===== src/hsc_pkg.sv =====
// Shared types and constants for the heightmap splat/classify unit.
// No dependencies.
package hsc_pkg;
  localparam int unsigned MaxWidth   = 64;
  localparam int unsigned MaxHeight  = 64;
  localparam int unsigned MaxRadius  = 15;
  localparam int unsigned HeightBits = 24;
  localparam int unsigned AddrBits   = 12;

  localparam logic [1:0] OpDrop  = 2'd0;
  localparam logic [1:0] OpRead  = 2'd1;
  localparam logic [1:0] OpClear = 2'd2;
  localparam logic [1:0] OpNop   = 2'd3;

  localparam logic [2:0] RegGridWidth  = 3'd0;
  localparam logic [2:0] RegGridHeight = 3'd1;
  localparam logic [2:0] RegDropRadius = 3'd2;
  localparam logic [2:0] RegDropPower  = 3'd3;
  localparam logic [2:0] RegWaterLevel = 3'd4;

  // Command from sequencer to the divider.
  typedef struct packed {
    logic                  start;
    logic [HeightBits+7:0] dividend;
    logic [HeightBits-1:0] divisor;
  } div_req_t;

  // floor(v*pct/100) for v <= 255, pct <= 100; the divide by 100 is
  // p*5243 >> 19, exact for p <= 25500.
  function automatic logic [7:0] pct_of(input logic [7:0] v, input logic [6:0] pct);
    logic [15:0] p;
    logic [31:0] q;
    p = 16'(v) * 16'(pct);
    q = 32'(p) * 32'd5243;
    return q[26:19];
  endfunction
endpackage


===== src/hsc_divider.sv =====
// Restoring bit-serial divider, one quotient bit per cycle.
// Depends on hsc_pkg.
module hsc_divider (
  input  logic                                clk_i,
  input  logic                                rst_ni,
  input  hsc_pkg::div_req_t                   req_i,
  output logic                                busy_o,
  output logic [hsc_pkg::HeightBits+7:0]      quot_o
);
  import hsc_pkg::*;
  localparam int unsigned NBits = HeightBits + 8;

  logic [NBits-1:0]      quot_q;
  logic [HeightBits:0]   rem_q;
  logic [HeightBits-1:0] dsr_q;
  logic [5:0]            cnt_q;
  logic                  busy_q;
  logic [HeightBits:0]   trial;
  logic [HeightBits:0]   shifted;

  always_comb begin
    shifted = {rem_q[HeightBits-1:0], quot_q[NBits-1]};
    trial   = shifted - {1'b0, dsr_q};
  end

  always_ff @(posedge clk_i or negedge rst_ni) begin
    if (!rst_ni) begin
      busy_q <= 1'b0;
      cnt_q  <= '0;
      quot_q <= '0;
      rem_q  <= '0;
      dsr_q  <= '0;
    end else if (req_i.start) begin
      busy_q <= 1'b1;
      cnt_q  <= 6'(NBits);
      quot_q <= req_i.dividend;
      rem_q  <= '0;
      dsr_q  <= req_i.divisor;
    end else if (busy_q) begin
      if (!trial[HeightBits]) begin
        rem_q  <= trial;
        quot_q <= {quot_q[NBits-2:0], 1'b1};
      end else begin
        rem_q  <= shifted;
        quot_q <= {quot_q[NBits-2:0], 1'b0};
      end
      cnt_q <= cnt_q - 6'd1;
      if (cnt_q == 6'd1) busy_q <= 1'b0;
    end
  end

  assign busy_o = busy_q;
  assign quot_o = quot_q;
endmodule


===== config.mk =====
export PLATFORM = sky130hd
export DESIGN_NAME = hsc_divider
export DESIGN_NICKNAME = d
export VERILOG_FILES = /design/src/hsc_pkg.sv /design/src/hsc_divider.sv
export SDC_FILE = /design/constraint.sdc
export NUM_CORES = 1
export LEC_CHECK = 0
export BUFFER_PORTS_ARGS = -buffer_cell sky130_fd_sc_hd__buf_2
export CAP_MARGIN = 20
export CELL_PAD_IN_SITES_DETAIL_PLACEMENT = 2
export CELL_PAD_IN_SITES_GLOBAL_PLACEMENT = 2
export CORE_ASPECT_RATIO = 0.5
export CORE_UTILIZATION = 30
export CTS_CLUSTER_DIAMETER = 100
export DETAILED_ROUTE_END_ITERATION = 8
export GPL_ROUTABILITY_DRIVEN = 0
export MAX_ROUTING_LAYER = met4
export PLACE_DENSITY_LB_ADDON = 0.1
export REMOVE_ABC_BUFFERS = 1
export SLEW_MARGIN = 10
export SYNTH_ARGS = -nofsm -noshare
export SYNTH_HDL_FRONTEND = slang
export SYNTH_SLANG_ARGS = --single-unit

===== constraint.sdc =====
create_clock -name clk_i -period 2.7 [get_ports clk_i]
set_input_delay 0.135 -clock clk_i [delete_from_list [all_inputs] [get_ports clk_i]]
set_output_delay 0.135 -clock clk_i [all_outputs]
set_load 0.02 [all_outputs]

# Word level (Yosys, flattened, before mapping)
# Index checks and enable logic that the tools add are counted.
# op_classes
add_sub_neg,2
n_eq_ne,1
mux,11
n_reduce_logical,1
# op_table
cell,count
$mux W24,3
$mux W32,2
$sub A25 B24 Y25,1
$mux W6,2
$eq A6 B1 Y1 const B,1
$sub A6 B1 Y6 const B,1
$mux W1,4
$reduce_bool A2 Y1,1
# totals
register_bits,87
inputBits,59
output_inout_bits,33
word_cells,20

# Logic depth before layout (Yosys ltp)
# Gate-level depths: netlist of the first run.
# depth
word_depth,4
depth_mapped,13
mapped_depth_nobuf,11

# Worst setup path after synthesis of the first run
# Ideal clock, no wire load.
# synth_timing
kind,flip-flop to flip-flop
startpoint,register quot_q[31] (netlist: quot_o[31])
endpoint,register rem_q[10]
setup_ns,0.096
t_arrival_ns,2.738
t_required_ns,2.604
path_slack_ns,-0.134
path_stages_with_launch,13
path_buffers,1
synth_period_minus_slack_ns,2.834
cell_sequence,dfrtp_1 -> inv_1 -> ha_1 -> fa_1 -> nand2b_1 -> a21oi_1 -> o21ai_1 -> a21oi_1 -> o32a_4 -> xor2_2 -> buf_2 -> nand2_1 -> a311oi_2
# synth_between
elab_chain_cells,4
# synth_lines
element,line,rtl
start: declaration,hsc_divider.sv:13,logic [NBits-1:0] quot_q;
start signal: assignment,hsc_divider.sv:36,quot_q <= req_i.dividend;
start signal: assignment,hsc_divider.sv:42,"quot_q <= {quot_q[NBits-2:0], 1'b1};"
start signal: assignment,hsc_divider.sv:45,"quot_q <= {quot_q[NBits-2:0], 1'b0};"
$sub A25 B24 Y25,hsc_divider.sv:23,"trial = shifted - {1'b0, dsr_q};"
$mux W24,hsc_divider.sv:40,if (!trial[HeightBits]) begin
$mux W24,hsc_divider.sv:39,end else if (busy_q) begin
$mux W24,hsc_divider.sv:33,end else if (req_i.start) begin
end signal: assignment,hsc_divider.sv:41,rem_q <= trial;
end signal: assignment,hsc_divider.sv:44,rem_q <= shifted;
end: declaration,hsc_divider.sv:14,logic [HeightBits:0] rem_q;
# Every way passes these cells. The select of a mux whose other input is x is not followed.
# A chain may end at the register's enable or synchronous reset.

# Worst setup path in the final report of the first run
# layout_timing
startpoint,register quot_q[31] (netlist: quot_o[31])
endpoint,register rem_q[12]
# The elaborated chain is that of the path after synthesis.

==> flow_metrics.py, run 1 <==
metrics = {
    "pwr": {
        "ir_worst_vdd_mv": 0.3636,
        "finalPower_mw": 6.017,
        "powerDensity_nw_per_um2": 806.6,
        "p_leak_nw": 3.714,
    },
    "clocking": {
        "insertion_delay_ns": 0.35,
        "cts_root_buf": "clkbuf_16",
        "htree_levels": 3,
        "cts.sinks": 87,
        "cts_buffer_depth": 2,
        "cts_tree": "done",
        "path_clk_slew_ns": 0.07,
        "cts_buffers": 9,
    },
    "timing": {
        "slew_viol_final": 0,
        "fin_crit_sh_pct": 97.39,
        "fmax_mhz": 380.3,
        "setup_viol": 0,
        "rsz0062_at_grt": "true",
        "fin_crit_ns": 2.630,
        "hold_slack_ns": 0.009162,
        "finClkSkew_ns": 0.01130,
        "hold_viol": 0,
        "maxSlewHeadroom_pct": 54.85,
        "worst_slew_pin_slew_ns": 0.6772,
    },
    "synth": {
        "synth_seq_area_share_pct": 40.70,
        "yosysTopAreaCellShare_pct": 40.70,
        "ys_warn_count": 0,
        "async_flop_share_pct": 100.0,
        "syn_area_um2": 5349,
        "syn-mean-instance-area_um2": 9.005,
        "post_synth_num_cell_types": 58,
        "synth_ff_type": "dfrtp_1",
        "postSynthCellCount": 594,
        "synth_area_leaders": "dfrtp_1, nand2_1, mux2i_1",
        "synth_edf_count": 0,
        "synth_largest_area_cell": "dfrtp_1",
        "synth_seq_cells": 87,
    },
    "worst_setup_path": {
        "startpoint": "quot_o[31]$_DFFE_PN0P_",
        "cp_data_required_time_ns": 2.95,
        "arrival_ns": 2.88,
        "crit_fanout": 5,
        "start_kind": "flop",
        "cp-end-kind": "flop",
        "worstReg2RegStart": "quot_o[31]$_DFFE_PN0P_",
        "critPathKind": "flop to flop",
        "slowest_delay_ns": 0.41,
        "worstPathCellList": "inv_1 -> ha_2 -> fa_2 -> nand2b_4 -> a21oi_4 -> o21ai_2 -> a21oi_2 -> o32a_4 -> xnor2_4 -> or3_1 -> a311oi_2",
        "cp_slowest_cell": "o32a_4",
    },
    "place": {
        "place_area_um2": 6485,
        "dp_hpwl_um": 12270,
        "dpl.cell_count": 950,
        "portBuffers": 91,
    },
    "global_route": {
        "grt_pass1_wl_um": 27320,
        "grt_max_degree": 64,
        "grt_pass1_vias": 5473,
        "antenna_found_initial": 0,
        "grt_overflow": 0,
        "grt.total_usage_pct": 19.52,
    },
    "floorplanning": {
        "io_pins": 92,
        "coreArea_um2": 17400,
        "die-area_um2": 18400,
        "fp.dieW_um": 190.8,
        "start_util_pct": 30.74,
        "fp-row-count": 34,
        "die_height_um": 96.42,
    },
    "routing": {
        "drt_wl_total_um": 17140,
        "vias": 5022,
        "drcViolationCount": 0,
        "wl_per_cell_um": 16.92,
        "dr.pass1.iters": 6,
        "ant_nets": 0,
        "initialDrtViolationCount": 164,
        "avgViaCountPerCell": 4.958,
    },
    "outcome": {
        "outcome": "finished, final reports clean",
    },
    "final_layout": {
        "n_antenna_cell": 0,
        "drive_above_1_share_pct": 31.19,
        "layout.area.seq_um2": 2181,
        "final_cells": 1013,
        "finish.instance_area_um2": 7460,
        "nFillCells": 1917,
        "multi_input_area_um2": 3100,
        "final_nets": 861,
        "area_growth_pct": 39.46,
        "utilization_pct": 42.87,
    },
    "flow_run": {
        "max_cap_viol_count": 0,
    },
    "worst_hold_path": {
        "hold_class": "input pin to flop",
        "hold_start": "req_i[9]",
    },
}
[through the flow]
| step | TNS [ns] | worst slack [ns] |
|---|---|---|
| 3_3_place_gp | -0.01738 | -0.01738 |
| 4_1_cts | 0 | 0.003734 |
| 3_5_place_dp | -2.462 | -0.1597 |
| 6_report | 0 | 0.07034 |
| 2_1_floorplan | -15.68 | -0.5395 |
| 5_1_grt | -0.4421 | -0.04367 |
[sequential cells by signal, indices dropped and copies added, names as in the netlist]
signal / flops
quot_o: 32
dsr_q: 24
rem_q: 24
cnt_q: 6
busy_o: 1
[synth_stat cells (all sizes together) (2+ instances only)]
library cell  instances
nand3                 9
nand4                 5
nor3b                 3
o211ai                3
o21bai                2
nand2               105
nor2                 42
xnor2                14
clkbuf               31
nor4                  2
and3                  8
o21ai                65
and2                  2
mux2i                34
inv                  28
dfrtp                87
buf                   8
a31oi                 6
a21oi                29
a211oi                3
a311oi               21
a211o                 2
nor2b                 7
a21o                  6
nand3b                2
o21a                  4
nor3                  2
mux2                  3
nand2b                9
ha                   26
xor2                 11
[power by group]
| group | total [mW] | internal (mW) | switching, mW |
|---|---|---|---|
| clock | 1.27 | 0.717 | 0.557 |
| sequential | 1.73 | 1.52 | 0.212 |
| combinational | 3.01 | 1.45 | 1.56 |
[critical path, delay by kind of cell, from the launching register on]
family | cells | cell delay (ns)
AO/OA/AOI/OAI | 5 | 1.00
AND/OR/NAND/NOR | 2 | 0.49
adder cells (fa/ha/maj) | 2 | 0.41
flip-flops | 1 | 0.38
XOR/XNOR | 1 | 0.19
buffers and inverters | 1 | 0.06
[area by class of cell]
type / count / share of cell area, %
flip-flops and latches: 87 / 29.24
well taps: 234 / 3.925
clock buffers: 10 / 3.069
multi-input cells: 440 / 41.56
inverters: 28 / 1.409
clock inverters: 5 / 0.8051
repair buffers: 209 / 19.99
[worst paths after layout]
path / slack [ns] / end / cells after the start
setup / recovery: 0.07 / rem_q[12]$_DFFE_PN0P_ / 11
hold / removal: 0.009 / dsr_q[9]$_DFFE_PN0P_ / 3
setup reg to reg: 0.07 / rem_q[12]$_DFFE_PN0P_ / 11
hold reg to reg: 0.54 / dsr_q[23]$_DFFE_PN0P_ / 2
max in group asynchronous: 1.63 / rem_q[7]$_DFFE_PN0P_ / 3
min in group asynchronous: 0.36 / dsr_q[17]$_DFFE_PN0P_ / 2
[layer usage]
metal  track usage [%]  vias to the layer above  share of wire [%]
li1                  -                     2420                  -
met1             23.64                     2528                 47
met2             33.85                       64                 49
met3             4.586                       10                3.3
met4             3.200                        0               0.62
met5                 -                        -                  0
[repair_timing]
action | 4_1_cts | 5_1_grt
resized for setup | 15 | 31
pin swaps | 3 | 15
setup endpoints to repair | 23 | 23
setup buffers | 0 | 8
hold endpoints to repair | 84 | 0
cloned | 1 | 0
hold buffers | 39 | 0
[logic make-up (layout without fill, tap and decap cells)]
logic type	Yosys count	count (layout)	share of synthesized area, %
AND/OR/NAND/NOR	200	200	16.91
AO/OA/AOI/OAI	151	151	19.39
flip-flops	87	87	40.70
buffers and inverters	67	252	5.169
multiplexers	37	37	6.994
adder cells (fa/ha/maj)	27	27	6.456
XOR/XNOR	25	25	4.374
[cells in the final DEF, fill, tap and decap left out, types with 4 or more instances in the layout]
master | synthesis | final
o21ai_0 | 63 | 61
dlygate4sd3_1 | 0 | 39
a21oi_1 | 29 | 23
nor2_1 | 42 | 42
ha_4 | 0 | 8
buf_4 | 1 | 74
a21oi_2 | 0 | 5
o21a_1 | 4 | 4
clkbuf_16 | 0 | 9
dfrtp_1 | 87 | 86
xnor2_1 | 13 | 13
a21o_1 | 6 | 6
mux2i_1 | 34 | 34
inv_2 | 0 | 5
nor2b_1 | 7 | 6
nand4_1 | 5 | 5
buf_6 | 2 | 4
nand2_1 | 105 | 100
nand3_1 | 9 | 9
and3_1 | 7 | 7
nand2b_1 | 8 | 7
a31oi_1 | 6 | 6
nand2_2 | 0 | 5
a311oi_1 | 8 | 7
ha_1 | 26 | 16
a311oi_2 | 13 | 14
xor2_1 | 10 | 10
buf_2 | 4 | 89
inv_1 | 28 | 23
Note: power is estimated with default switching activity, not from simulation.
==> run 2, diff against run 1 <==
--- a/config.mk
+++ b/config.mk
@@ -14,7 +14,6 @@
 export CTS_CLUSTER_DIAMETER = 100
 export DETAILED_ROUTE_END_ITERATION = 8
 export GPL_ROUTABILITY_DRIVEN = 0
-export MAX_ROUTING_LAYER = met4
 export PLACE_DENSITY_LB_ADDON = 0.1
 export REMOVE_ABC_BUFFERS = 1
 export SLEW_MARGIN = 10
==> run 2 against run 1 <==
Global-route usage down 0.52 points. Design area unchanged. Wire length up 0.11%. Critical path type unchanged.
==> flow_metrics.py, run 2 (synthesized netlist as in run 1, its figures left out) <==
metrics = {
    "floorplanning": {
        "fp.dieW_um": 190.8,
        "start_util_pct": 30.74,
        "die_height_um": 96.42,
        "fp-row-count": 34,
        "coreArea_um2": 17400,
        "io_pins": 92,
        "die-area_um2": 18400,
    },
    "worst_setup_path": {
        "regToRegSetupSlack_ns": 0.07,
        "arrival_ns": 2.88,
        "worstReg2RegStart": "quot_o[31]$_DFFE_PN0P_",
        "worst-path-buf-inv": 1,
        "ff2ff_path_depth": 11,
        "cp_slowest_cell": "o32a_4",
        "r2r_end": "rem_q[12]$_DFFE_PN0P_",
        "start_kind": "flop",
        "critPathKind": "flop to flop",
        "cp_data_required_time_ns": 2.96,
        "worstPathCellList": "inv_1 -> ha_2 -> fa_2 -> nand2b_4 -> a21oi_4 -> o21ai_2 -> a21oi_2 -> o32a_4 -> xnor2_4 -> or3_1 -> a311oi_2",
        "crit_family": "compound AO/OA/AOI/OAI gates",
        "crit_fanout": 5,
        "cp-end-kind": "flop",
        "slowest_delay_ns": 0.41,
    },
    "clocking": {
        "path_clk_slew_ns": 0.07,
        "cts_root_buf": "clkbuf_16",
        "insertion_delay_ns": 0.35,
        "cts_buffers": 9,
        "htree_levels": 3,
        "cts.sinks": 87,
        "cts_tree": "done",
        "cts_buffer_depth": 2,
    },
    "timing": {
        "worst_slew_pin_slew_ns": 0.6765,
        "rsz0062_at_grt": "true",
        "finClkSkew_ns": 0.01190,
        "setup_viol": 0,
        "slew_viol_final": 0,
        "hold_viol": 0,
        "fmax_mhz": 380.6,
        "fin_crit_sh_pct": 97.31,
        "fin_crit_ns": 2.627,
        "maxSlewHeadroom_pct": 54.90,
    },
    "final_layout": {
        "final_nets": 861,
        "final_cell_mix": "nand2_1, buf_2, dfrtp_1, buf_4, o21ai_0",
        "area_growth_pct": 39.46,
        "layout.area.seq_um2": 2181,
        "drive_above_1_share_pct": 31.19,
        "nFillCells": 1917,
        "largest_reg_flops": 32,
        "multi_input_area_um2": 3100,
        "final_cells": 1013,
        "final_common_cell": "nand2_1",
        "n_antenna_cell": 0,
    },
    "place": {
        "dp_hpwl_um": 12270,
        "dpl.cell_count": 950,
        "portBuffers": 91,
    },
    "global_route": {
        "grt_pass1_wl_um": 27370,
        "antenna_found_initial": 0,
        "grt_pass1_vias": 5467,
        "grt_max_degree": 64,
        "grt_overflow": 0,
        "grt.total_usage_pct": 19.01,
    },
    "routing": {
        "ant_nets": 0,
        "wl_per_cell_um": 16.94,
        "drt_wl_total_um": 17160,
        "vias": 5007,
        "dr.pass1.iters": 6,
        "drcViolationCount": 0,
        "initialDrtViolationCount": 143,
        "avgViaCountPerCell": 4.943,
    },
    "pwr": {
        "p_int_mw": 3.689,
        "p_comb_share_pct": 50.0,
        "ir_worst_vdd_mv": 0.3656,
        "p_leak_nw": 3.714,
        "powerDensity_nw_per_um2": 807.1,
        "p_sw_share_pct": 38.72,
        "finalPower_mw": 6.021,
        "power.share.clock_pct": 21.2,
        "power_frac_seq_pct": 28.8,
        "p_sw_mw": 2.332,
    },
    "worst_hold_path": {
        "hold_start": "req_i[9]",
        "hold_class": "input pin to flop",
        "min_path_cells": 3,
        "hold_path_end": "dsr_q[9]$_DFFE_PN0P_",
    },
    "flow_run": {
        "max_cap_viol_count": 0,
    },
    "outcome": {
        "outcome": "finished, final reports clean",
    },
}
[run 2: worst min-delay path: stages]
cell	delay [ns]
buf_2	0.08
nand2_1	0.04
o21ai_0	0.06
[run 2: timing repair]
item / CTS / global route
setup buffers: 0 / 8
hold endpoints to repair: 84 / 0
pin swaps: 3 / 15
cloned: 1 / 0
resized for setup: 15 / 31
hold buffers: 39 / 0
setup endpoints to repair: 23 / 23
[run 2: final cells by class]
class / count / area share [%]
Multi-Input combinational cell: 440 / 41.56
Sequential cell: 87 / 29.24
Timing Repair Buffer: 209 / 19.99
Tap cell: 234 / 3.925
Clock buffer: 10 / 3.069
Inverter: 28 / 1.409
Clock inverter: 5 / 0.8051
[run 2: how the worst max path moves through the flow]
stage,start,end,slack (ns),cells after the start
after detailed placement,quot_o[31]$_DFFE_PN0P_,rem_q[7]$_DFFE_PN0P_,-0.16,12
after global placement,quot_o[31]$_DFFE_PN0P_,rem_q[2]$_DFFE_PN0P_,-0.02,12
final,quot_o[31]$_DFFE_PN0P_,rem_q[12]$_DFFE_PN0P_,0.07,11
after global routing,quot_o[31]$_DFFE_PN0P_,rem_q[4]$_DFFE_PN0P_,-0.04,12
after floorplan,busy_o$_DFF_PN0_,cnt_q[5]$_DFFE_PN0P_,-0.54,3
after CTS,rem_q[9]$_DFFE_PN0P_,rem_q[11]$_DFFE_PN0P_,0.004,10
[run 2: stage by stage]
step                      setup TNS (ns)  cell area [µm²]  hold slack [ns]  worst slack, ns  utilization (%)
after floorplan                   -15.68             5177          -0.1606          -0.5395                -
after global placement          -0.01738             6485           0.2233         -0.01738            37.27
after detailed placement          -2.462             6485           0.2178          -0.1597            37.27
after CTS                              0             7259         0.001144         0.003734            41.72
after global routing             -0.4439             7460         0.007740         -0.04363            42.87
final                                  0             7460         0.007217          0.07259            42.87
[run 2: metal layers]
metal  GRT usage (%)  wire [µm]  vias to the layer above
met4           3.200         97                        0
met3           5.200        638                        9
met2           33.85       8383                       64
li1                -          -                     2418
met5               0          0                        -
met1           23.41       8037                     2516
[run 2: power groups by stage]
stage	Clock, mW	Sequential (mW)	Combinational [mW]
final	1.28	1.73	3.01
after CTS	1.32	1.72	2.85
after global placement	0	1.72	2.58
after detailed placement	0	1.73	2.66
after global routing	1.36	1.76	3.30
after floorplan	0	1.79	1.49
==> run 3, diff against run 2 <==
==> constraint.sdc (replaced) <==
create_clock -name clk_i -period 2.81 [get_ports clk_i]
set_input_delay 0.1405 -clock clk_i [delete_from_list [all_inputs] [get_ports clk_i]]
set_output_delay 0.1405 -clock clk_i [all_outputs]
set_load 0.02 [all_outputs]
==> run 3 against run 2 <==
Worst setup slack about the same. Via count decreased by 1.8%. Critical path depth unchanged. Die area unchanged. Sequential power decreased by 3%. Critical path type unchanged.
==> flow_metrics.py, run 3 (synthesized netlist as in run 1, its figures left out) <==
metrics = {
    "outcome": {
        "outcome": "finished, final reports clean",
    },
    "timing": {
        "layout_setup_ws_ns": 0.07300,
        "fin_crit_ns": 2.737,
        "maxSlewHeadroom_pct": 55.91,
        "fin_crit_sh_pct": 97.40,
        "finClkSkew_ns": 0.01038,
        "hold_viol": 0,
        "hold_slack_ns": 0.004915,
        "fmax_mhz": 365.4,
        "setup_viol": 0,
        "worst_slew_pin_slew_ns": 0.6521,
        "slew_viol_final": 0,
    },
    "global_route": {
        "grt_pass1_vias": 5398,
        "grt_overflow": 0,
        "grt_max_degree": 54,
        "grt_pass1_wl_um": 26940,
        "antenna_found_initial": 0,
        "grt.total_usage_pct": 18.61,
    },
    "floorplanning": {
        "fp-row-count": 34,
        "die-area_um2": 18400,
        "io_pins": 92,
        "coreArea_um2": 17400,
        "start_util_pct": 30.74,
        "die_height_um": 96.42,
        "fp.dieW_um": 190.8,
    },
    "clocking": {
        "cts_root_buf": "clkbuf_16",
        "cts_buffers": 9,
        "insertion_delay_ns": 0.36,
        "cts_tree": "done",
        "path_clk_slew_ns": 0.07,
        "cts_buffer_depth": 2,
        "cts.sinks": 87,
        "htree_levels": 3,
    },
    "routing": {
        "avgViaCountPerCell": 4.929,
        "ant_nets": 0,
        "initialDrtViolationCount": 120,
        "drcViolationCount": 0,
        "wl_per_cell_um": 16.41,
        "vias": 4919,
        "dr.pass1.iters": 6,
        "drt_wl_total_um": 16380,
    },
    "flow_run": {
        "max_cap_viol_count": 0,
    },
    "worst_setup_path": {
        "cp-end-kind": "flop",
        "ff2ff_path_depth": 11,
        "critPathKind": "flop to flop",
        "r2r_end": "rem_q[11]$_DFFE_PN0P_",
        "worstSetupEndpoint": "rem_q[11]$_DFFE_PN0P_",
        "cp_data_required_time_ns": 3.08,
        "regToRegSetupSlack_ns": 0.07,
        "worstReg2RegStart": "rem_q[13]$_DFFE_PN0P_",
        "start_kind": "flop",
        "arrival_ns": 3.01,
        "crit_fanout": 6,
        "startpoint": "rem_q[13]$_DFFE_PN0P_",
    },
    "final_layout": {
        "drive_above_1_share_pct": 28.53,
        "finish.instance_area_um2": 7398,
        "final_cell_mix": "nand2_1, buf_2, dfrtp_1, o21ai_0, buf_4",
        "final_nets": 845,
        "largest_reg_flops": 32,
        "final_common_cell": "nand2_1",
        "n_antenna_cell": 0,
        "utilization_pct": 42.52,
        "final_cells": 998,
        "area_growth_pct": 38.32,
    },
    "place": {
        "place_area_um2": 6350,
        "dp_worst_setup_slack_ns": -0.1023,
        "dpl.cell_count": 932,
        "dp_hpwl_um": 11640,
        "portBuffers": 91,
    },
    "pwr": {
        "powerDensity_nw_per_um2": 774.5,
        "power.share.clock_pct": 22.2,
        "p_sw_share_pct": 38.39,
        "ir_worst_vdd_mv": 0.3681,
        "p_int_mw": 3.530,
        "p_comb_share_pct": 48.7,
        "p_leak_nw": 3.639,
        "power_frac_seq_pct": 29.1,
        "p_sw_mw": 2.200,
    },
    "worst_hold_path": {
        "hold_start": "req_i[46]",
        "hold_class": "input pin to flop",
    },
}
[run 3: cell types whose count changed in the layout (fill, tap and decap cells not counted), moves of 2 or more]
cell and delta:
nand2_1 +5, inv_2 -2, buf_4 -21, nand2_2 -5, inv_1 +2, inv_6 +2, dlygate4sd3_1 +5
[run 3: worst min-delay path by stage]
stage | endpoint | slack (ns) | depth (start not counted)
6_report | quot_o[22]$_DFFE_PN0P_ | 0.005 | 3
5_1_grt | dsr_q[0]$_DFFE_PN0P_ | 0.02 | 2
4_1_cts | quot_o[22]$_DFFE_PN0P_ | 0.002 | 3
3_5_place_dp | dsr_q[14]$_DFFE_PN0P_ | 0.16 | 1
3_3_place_gp | dsr_q[14]$_DFFE_PN0P_ | 0.15 | 1
2_1_floorplan | busy_o$_DFF_PN0_ | -0.16 | 0
[run 3: through the flow]
stage | power, mW | TNS, ns
floorplan | 3.151 | -8.957
global placement | 4.031 | 0
detailed placement | 4.101 | -1.005
CTS | 5.530 | 0
global route | 6.151 | -0.03154
finish | 5.730 | 0
[run 3: cell type report]
cell class,count,area [µm²]
Clock buffer,11,242.7
Clock inverter,5,63.81
Fill cell,1921,10000
Inverter,28,105.1
Multi-Input combinational cell,440,3115
Sequential cell,87,2181
Tap cell,234,292.8
Timing Repair Buffer,193,1398
[run 3: metal layers]
metal	GRT usage, %	share of wire, %	wire (µm)
met5	0	0	0
met4	4.200	0.85	140
met3	4.586	3.4	563
met2	32.94	48	7833
met1	23.02	48	7839
[run 3: power by group through the flow]
stage / registers (mW) / clock network [mW] / logic (mW)
final: 1.67 / 1.27 / 2.79
after global routing: 1.70 / 1.37 / 3.08
after CTS: 1.66 / 1.32 / 2.55
after detailed placement: 1.67 / 0 / 2.43
after global placement: 1.66 / 0 / 2.37
after floorplan: 1.72 / 0 / 1.43
[run 3: what timing repair did]
action                                  CTS  global route
endpoints found under the hold margin    76             0
resized for setup                         5            36
gates cloned                              0             2
endpoints found under the setup margin   19            25
pin swaps                                 2            12
setup buffers                             0             4
hold buffers                             44             0
[run 3: critical path, cell delays in order (launching register included)]
cell	delay, ns
dfrtp_1	0.42
ha_4	0.27
and3_4	0.17
a32o_1	0.22
nand2b_4	0.15
o2bb2ai_2	0.12
o32a_4	0.41
xor2_4	0.32
buf_6	0.16
clkbuf_16	0.13
nor3b_2	0.04
nor4_2	0.22
